<file path="config.mk">
export PLATFORM = sky130hd
export DESIGN_NAME = rmst_seq
export DESIGN_NICKNAME = d
export VERILOG_FILES = /design/src/sv/rmst_pkg.sv /design/src/sv/rmst_max.sv /design/src/sv/rmst_seq.sv
export SDC_FILE = /design/constraint.sdc
export NUM_CORES = 1
export LEC_CHECK = 0
export ABC_AREA = 1
export BUFFER_PORTS_ARGS = -buffer_cell sky130_fd_sc_hd__buf_2
export CORE_MARGIN = 4
export CORE_UTILIZATION = 62
export CTS_BUF_LIST = sky130_fd_sc_hd__clkbuf_4 sky130_fd_sc_hd__clkbuf_8
export DETAILED_ROUTE_END_ITERATION = 8
export PLACE_DENSITY = 0.89
export SLEW_MARGIN = 20
export SYNTH_ARGS = -nofsm -noshare
export SYNTH_HDL_FRONTEND = slang
export SYNTH_SLANG_ARGS = --single-unit
</file>
<file path="constraint.sdc">
create_clock -name clk -period 7.38 [get_ports clk]
set_clock_uncertainty 0.2 [all_clocks]
set_input_delay 1.845 -clock clk [delete_from_list [all_inputs] [get_ports clk]]
set_output_delay 1.845 -clock clk [all_outputs]
set_load 0.02 [all_outputs]
</file>
<file path="src/sv/rmst_pkg.sv">
// Package with the shared constants, types and state codes of the range-maximum segment tree.
`timescale 1ns / 1ps

package rmst_pkg;

  // Tree geometry: leaves occupy nodes SIZE .. 2*SIZE-1, the root is node 1.
  localparam int SIZE     = 1024;
  localparam int NODE_CNT = 2 * SIZE;
  localparam int NODE_AW  = $clog2(NODE_CNT);
  // Node index wide enough to hold NODE_CNT itself (query right bound is exclusive).
  localparam int IDX_W    = NODE_AW + 1;

  // Fixed field widths.
  localparam int POS_W = 11;
  localparam int VAL_W = 32;

  localparam logic [POS_W-1:0] ACTIVE_RST = 11'd1024;

  // Item kinds.
  localparam logic MODE_UPDATE = 1'b0;
  localparam logic MODE_QUERY  = 1'b1;

  // Result status codes.
  localparam logic STATUS_OK    = 1'b0;
  localparam logic STATUS_RANGE = 1'b1;

  typedef logic [NODE_AW-1:0] node_addr_t;
  typedef logic [VAL_W-1:0]   node_val_t;

  // Request from the sequencer to the node memory.
  typedef struct packed {
    logic       we;
    node_addr_t waddr;
    node_val_t  wdata;
    node_addr_t raddr;
  } mem_req_t;

  // Sequencer states.
  typedef enum logic [3:0] {
    S_CLEAR,
    S_IDLE,
    S_UPD_RD,
    S_UPD_WR,
    S_UPD_UP,
    S_Q_LEFT,
    S_Q_RIGHT,
    S_RESULT
  } seq_state_t;

endpackage

</file>
<file path="src/sv/rmst_max.sv">
// Shared unsigned maximum unit used by both the update climb and the query scan.
`timescale 1ns / 1ps

module rmst_max
  import rmst_pkg::*;
(
  input  node_val_t a,
  input  node_val_t b,
  output node_val_t y
);

  // Single magnitude compare and select.
  assign y = (a > b) ? a : b;

endmodule

</file>
<file path="src/sv/rmst_seq.sv">
// Sequencer and datapath that walk the tree for updates, queries and the clearing pass.
`timescale 1ns / 1ps

module rmst_seq
  import rmst_pkg::*;
(
  input  logic             clk,
  input  logic             rst_n,
  input  logic [POS_W-1:0] active_count,
  input  logic             in_valid,
  output logic             in_ready,
  input  logic             in_mode,
  input  logic [POS_W-1:0] in_position,
  input  node_val_t        in_value,
  input  logic [POS_W-1:0] in_range_low,
  input  logic [POS_W-1:0] in_range_high,
  output logic             out_valid,
  input  logic             out_ready,
  output node_val_t        out_max_value,
  output logic             out_status,
  output mem_req_t         mem_req,
  input  node_val_t        mem_rdata
);

  seq_state_t       state_r, state_nxt;
  node_addr_t       clr_r, clr_nxt;
  node_addr_t       k_r, k_nxt;
  node_val_t        cur_r, cur_nxt;
  node_val_t        best_r, best_nxt;
  logic [IDX_W-1:0] l_r, l_nxt;
  logic [IDX_W-1:0] r_r, r_nxt;
  logic             pend_r, pend_nxt;
  logic             status_r, status_nxt;
  logic             out_valid_r, out_valid_nxt;
  node_val_t        out_max_r, out_max_nxt;
  logic             out_status_r, out_status_nxt;

  logic             accept;
  logic [POS_W-1:0] eff;
  logic             upd_ok;
  logic [POS_W-1:0] lo_c;
  logic [POS_W-1:0] hi_c;
  logic             q_empty;
  node_addr_t       k_up;
  logic [IDX_W-1:0] r_dec;
  logic             out_room;
  node_val_t        max_b;
  node_val_t        max_y;

  assign in_ready = (state_r == S_IDLE);
  assign accept   = in_valid && in_ready;
  assign out_room = !out_valid_r || out_ready;

  // Effective size, update range check and clipped query bounds.
  assign eff     = (32'(active_count) > 32'(SIZE)) ? POS_W'(SIZE) : active_count;
  assign upd_ok  = (in_position != '0) && (in_position <= eff);
  assign lo_c    = (in_range_low == '0) ? POS_W'(1) : in_range_low;
  assign hi_c    = (in_range_high > eff) ? eff : in_range_high;
  assign q_empty = (hi_c < lo_c);

  assign k_up  = k_r >> 1;
  assign r_dec = r_r - IDX_W'(1);

  // The memory read data is always one operand of the shared maximum unit.
  assign max_b = ((state_r == S_Q_LEFT) || (state_r == S_Q_RIGHT)) ? best_r : cur_r;

  rmst_max u_max (
    .a (mem_rdata),
    .b (max_b),
    .y (max_y)
  );

  // Next-state logic.
  always_comb begin
    state_nxt = state_r;
    case (state_r)
      S_CLEAR: begin
        if (clr_r == NODE_AW'(NODE_CNT - 1)) begin
          state_nxt = S_IDLE;
        end
      end
      S_IDLE: begin
        if (accept) begin
          if (in_mode == MODE_UPDATE) begin
            state_nxt = upd_ok ? S_UPD_RD : S_RESULT;
          end else begin
            state_nxt = q_empty ? S_RESULT : S_Q_LEFT;
          end
        end
      end
      S_UPD_RD:  state_nxt = S_UPD_WR;
      S_UPD_WR:  state_nxt = S_UPD_UP;
      S_UPD_UP: begin
        if (k_up == NODE_AW'(1)) begin
          state_nxt = S_RESULT;
        end
      end
      S_Q_LEFT: begin
        state_nxt = (l_r >= r_r) ? S_RESULT : S_Q_RIGHT;
      end
      S_Q_RIGHT: state_nxt = S_Q_LEFT;
      S_RESULT: begin
        if (out_room) begin
          state_nxt = S_IDLE;
        end
      end
      default:   state_nxt = S_CLEAR;
    endcase
  end

  // Datapath, memory requests and result register.
  always_comb begin
    clr_nxt        = clr_r;
    k_nxt          = k_r;
    cur_nxt        = cur_r;
    best_nxt       = best_r;
    l_nxt          = l_r;
    r_nxt          = r_r;
    pend_nxt       = 1'b0;
    status_nxt     = status_r;
    out_valid_nxt  = out_valid_r && !out_ready;
    out_max_nxt    = out_max_r;
    out_status_nxt = out_status_r;
    mem_req        = '0;

    // Query partial maxima arrive in the cycle after their read.
    if (pend_r) begin
      best_nxt = max_y;
    end

    case (state_r)
      S_CLEAR: begin
        mem_req.we    = 1'b1;
        mem_req.waddr = clr_r;
        mem_req.wdata = '0;
        clr_nxt       = clr_r + NODE_AW'(1);
      end
      S_IDLE: begin
        if (accept) begin
          best_nxt = '0;
          cur_nxt  = in_value;
          k_nxt    = NODE_AW'(32'(SIZE) + 32'(in_position) - 32'd1);
          l_nxt    = IDX_W'(32'(SIZE) + 32'(lo_c) - 32'd1);
          r_nxt    = IDX_W'(32'(SIZE) + 32'(hi_c));
          if ((in_mode == MODE_UPDATE) && !upd_ok) begin
            status_nxt = STATUS_RANGE;
          end else begin
            status_nxt = STATUS_OK;
          end
        end
      end
      S_UPD_RD: begin
        mem_req.raddr = k_r;
      end
      S_UPD_WR: begin
        // Merge the new value into the leaf and fetch its sibling.
        mem_req.we    = 1'b1;
        mem_req.waddr = k_r;
        mem_req.wdata = max_y;
        mem_req.raddr = k_r ^ NODE_AW'(1);
        cur_nxt       = max_y;
      end
      S_UPD_UP: begin
        // Parent is the larger of the refreshed child and its sibling.
        mem_req.we    = 1'b1;
        mem_req.waddr = k_up;
        mem_req.wdata = max_y;
        mem_req.raddr = k_up ^ NODE_AW'(1);
        cur_nxt       = max_y;
        k_nxt         = k_up;
      end
      S_Q_LEFT: begin
        if ((l_r < r_r) && l_r[0]) begin
          mem_req.raddr = l_r[NODE_AW-1:0];
          pend_nxt      = 1'b1;
          l_nxt         = l_r + IDX_W'(1);
        end
      end
      S_Q_RIGHT: begin
        if (r_r[0]) begin
          mem_req.raddr = r_dec[NODE_AW-1:0];
          pend_nxt      = 1'b1;
        end
        l_nxt = l_r >> 1;
        r_nxt = r_r >> 1;
      end
      S_RESULT: begin
        if (out_room) begin
          out_valid_nxt  = 1'b1;
          out_max_nxt    = best_r;
          out_status_nxt = status_r;
        end
      end
      default: begin
        clr_nxt = '0;
      end
    endcase
  end

  // Control registers.
  always_ff @(posedge clk) begin
    if (!rst_n) begin
      state_r     <= S_CLEAR;
      clr_r       <= '0;
      pend_r      <= 1'b0;
      out_valid_r <= 1'b0;
    end else begin
      state_r     <= state_nxt;
      clr_r       <= clr_nxt;
      pend_r      <= pend_nxt;
      out_valid_r <= out_valid_nxt;
    end
  end

  // Payload registers.
  always_ff @(posedge clk) begin
    k_r          <= k_nxt;
    cur_r        <= cur_nxt;
    best_r       <= best_nxt;
    l_r          <= l_nxt;
    r_r          <= r_nxt;
    status_r     <= status_nxt;
    out_max_r    <= out_max_nxt;
    out_status_r <= out_status_nxt;
  end

  assign out_valid     = out_valid_r;
  assign out_max_value = out_max_r;
  assign out_status    = out_status_r;

  // The node memory is only written by the clearing pass and by updates.
  a_write_src: assert property (@(posedge clk) disable iff (!rst_n)
    mem_req.we |-> (state_r == S_CLEAR || state_r == S_UPD_WR || state_r == S_UPD_UP))
    else $error("node memory written outside clear or update");

  // The climb never goes above the root.
  a_climb_bound: assert property (@(posedge clk) disable iff (!rst_n)
    (state_r == S_UPD_UP) |-> (k_r > NODE_AW'(1)))
    else $error("update climb passed the root");

  // A flagged update always reports a zero maximum.
  a_flag_zero: assert property (@(posedge clk) disable iff (!rst_n)
    (out_valid && out_status == STATUS_RANGE) |-> (out_max_value == '0))
    else $error("flagged result carries a non-zero maximum");

  // The query scan keeps its exclusive bound inside the node space.
  a_scan_bound: assert property (@(posedge clk) disable iff (!rst_n)
    (state_r == S_Q_LEFT || state_r == S_Q_RIGHT) |-> (r_r <= IDX_W'(NODE_CNT)))
    else $error("query bound beyond node space");

  // No item is taken before the clearing pass has finished.
  a_clear_block: assert property (@(posedge clk) disable iff (!rst_n)
    (state_r == S_CLEAR) |-> !in_ready)
    else $error("input taken during clearing pass");

endmodule

</file>
==> results_dict.tcl <==
set metrics [dict create \
    status "finished, final reports clean" \
    track_usage_pct 30.5 \
    fin_crit_sh_pct 89.1 \
    synth_edf_count 101 \
    synth_most_common_cell "nand2_1" \
    cts_tree "yes" \
    hp-class "reg -> reg" \
    worst-endpoint-required_ns 5.34 \
    p_leak_nw 6.04 \
    synth_nets 1520 \
    dpl.hpwl_microns 21000 \
    layout_min_cycle_time_ns 6.58 \
    grt_pass1_vias 9315 \
    critPathLaunchType "flip-flop" \
    core.rowCount 46 \
    ys_types 51 \
    ant_nets 0 \
    start_util_pct 63.4 \
    yosysSeqAreaShare_pct 39.7 \
    reg2reg_from "state_r[2]" \
    yosys-top-cells-count "nand2_1, inv_1, edfxtp_1" \
    antenna_found_initial 1 \
    drcViolationCount 0 \
    final_area_sq_um 11600 \
    maxCapViolations 0 \
    drt-total-wl_microns 28400 \
    vias_per_cell 5.70 \
    rrSetupSlack_ns 3.04 \
    tightest_slew_ns 0.957 \
    grt_max_degree 73 \
    slew_viol_final 0 \
    netlist_area_sq_um 10100 \
    numClockSinks 149 \
    rr_endpoint "cur_r[25]" \
    die_area_sq_um 18300 \
    synth_top_area_share_pct 30.1 \
    drt-pass1-iter-count 6 \
    grt_pass1_wl_microns 44300 \
    cp-end-kind "primary output" \
    nets 1708 \
    ioPinCount 203 \
    wl_per_cell_microns 16.3 \
    port_buffers 202 \
    async_reset_ff_share_pct 0 \
    htree_num_levels 4 \
    finalPower_w 0.00389 \
    syn_to_final_growth_pct 15.6 \
    clkTransAtPathRegs_ns 0.08 \
    rsz0062_at_grt "false" \
    powerDensity_nw_per_um2 334 \
    overflow 0 \
    cts_resized 0 \
    finalSetupViolCount 0 \
    num_vias 9942 \
    rr_worst_depth 18 \
    hold_violations 0 \
    ys_warn_count 0 \
    syn_area_per_cell_sq_um 7.59 \
    cp-endpoint "mem_req[26]" \
    synth_top_area_cell "edfxtp_1" \
    ctsHoldBuffers 0 \
    die_height_microns 135 \
    final.setup.tns_ns 0 \
    place.gp.congestion 0.990 \
    max-vdd-ir-drop_uv 172 \
    nFillCells 1250 \
    insertion_delay_ns 0.48 \
    cts_inserted_buffers 17 \
    fp.dieW_microns 135 \
    drive_gt1_share_pct 20.3 \
    drtIter0Drc 964 \
    syn_inst 1327 \
    seq_area_sq_um 3990 \
    cts_setup_buffers 0 \
    clock_path_buffers 2 \
    synth_ff_type "edfxtp_1" \
    synthTopCellsByArea "edfxtp_1, nand2_1, ha_1" \
    max-slew-margin-rel_pct 36.0 \
    multi_input_area_sq_um 4920 \
    post_dp_cell_area_sq_um 11200 \
    path_max_fanout 72 \
    worstSetupStartpoint "state_r[2]" \
    clock_tree.root_cell "clkbuf_8" \
    critical_path_class "reg -> out" \
    fmax_mhz 152 \
    coreArea_sq_um 15900 \
    cp.arrival_ns 4.53 \
    synth-seq-cells 149 \
]
[stage by stage]
stage / cells / utilization (%) / setup WS [ns] / hold WS [ns]
2_1_floorplan: 1327 / - / 1.93 / 0.200
3_5_place_dp: 1712 / 70.5 / 1.15 / 0.215
5_1_grt: 1745 / 73.3 / 0.600 / 0.241
4_1_cts: 1744 / 73.3 / 0.902 / 0.232
6_report: 1745 / 73.3 / 0.801 / 0.235
3_3_place_gp: 1712 / 70.4 / 1.27 / 0.209
[worst max-delay path, cell delays in order (launching register included)]
cell and delay, ns:
dfxtp_1 0.54, inv_2 0.15, nor2_2 0.13, buf_4 0.20, inv_2 0.09, nand2_8 0.44, nand2_1 0.13, o21ai_2 0.11
ha_1 0.28, a21oi_1 0.17, o21ai_0 0.13, nand2_1 0.09, o211ai_1 0.15, a21oi_1 0.20, nand2_2 0.24, nand2_4 0.40
nand2_1 0.12, nand2_1 0.11, nand2_1 0.07, inv_1 0.09, buf_2 0.17
[logic make-up after synthesis]
kind of cell             count (synthesis)  synth area share [%]
AND/OR/NAND/NOR                        528                  21.9
XOR/XNOR                                 8                 0.696
flip-flops                             149                  39.7
AO/OA/AOI/OAI                          271                  16.0
buffers and inverters                  291                  11.8
adder cells (fa/ha/maj)                 80                  9.94
[power by group]
group	internal (W)	switching (W)	leakage [nW]
clock	0.000409	0.000324	0.230
combinational	0.000573	0.00121	4.49
sequential	0.00122	0.000150	1.33
total	0.00220	0.00169	6.04
[layout by cell type, fill, tap and decap left out, types with 35 or more instances in the layout]
| cell type | count |
|---|---|
| inv_1 | 227 |
| o21ai_1 | 35 |
| buf_2 | 202 |
| ha_1 | 80 |
| o21ai_0 | 59 |
| nor2_1 | 64 |
| dfxtp_1 | 48 |
| nand3_1 | 60 |
| nand2_1 | 359 |
| edfxtp_1 | 101 |
| a21oi_1 | 96 |
[per-layer routing]
layer / part of all wire (%) / track usage [%] / vias up
met5: 0 / 0 / -
met1: 38 / 37.7 / 4507
li1: - / - / 4752
met3: 9.1 / 6.09 / 108
met2: 48 / 51.2 / 575
met4: 4.4 / 14.7 / 0
[registers in the layout, indices dropped and copies added, names as in the netlist]
signal and count:
cur_r 32, out_valid 1, clr_r 11, out_status 1, k_r 11, best_r 32, state_r 3, status_r 1
pend_r 1, l_r 12, r_r 12, out_max_value 32
[area by class of cell]
| cell class | count | share of cell area [%] |
|---|---|---|
| Clock buffer | 19 | 2.14 |
| Inverter | 250 | 8.09 |
| Timing Repair Buffer | 210 | 9.20 |
| Antenna cell | 1 | 0.0215 |
| Clock inverter | 13 | 1.74 |
| Sequential cell | 149 | 34.3 |
| Multi-Input combinational cell | 887 | 42.2 |
| Tap cell | 216 | 2.32 |
[worst min path at each step]
stage,start,to,slack (ns),cells past startpoint
finish,best_r[3],out_max_value[3],0.24,0
global route,best_r[14],out_max_value[14],0.24,0
CTS,best_r[3],out_max_value[3],0.23,0
detailed placement,best_r[3],out_max_value[3],0.21,0
global placement,status_r,out_status,0.21,0
floorplan,status_r,out_status,0.20,0
Note: power is estimated with default switching activity, not from simulation.
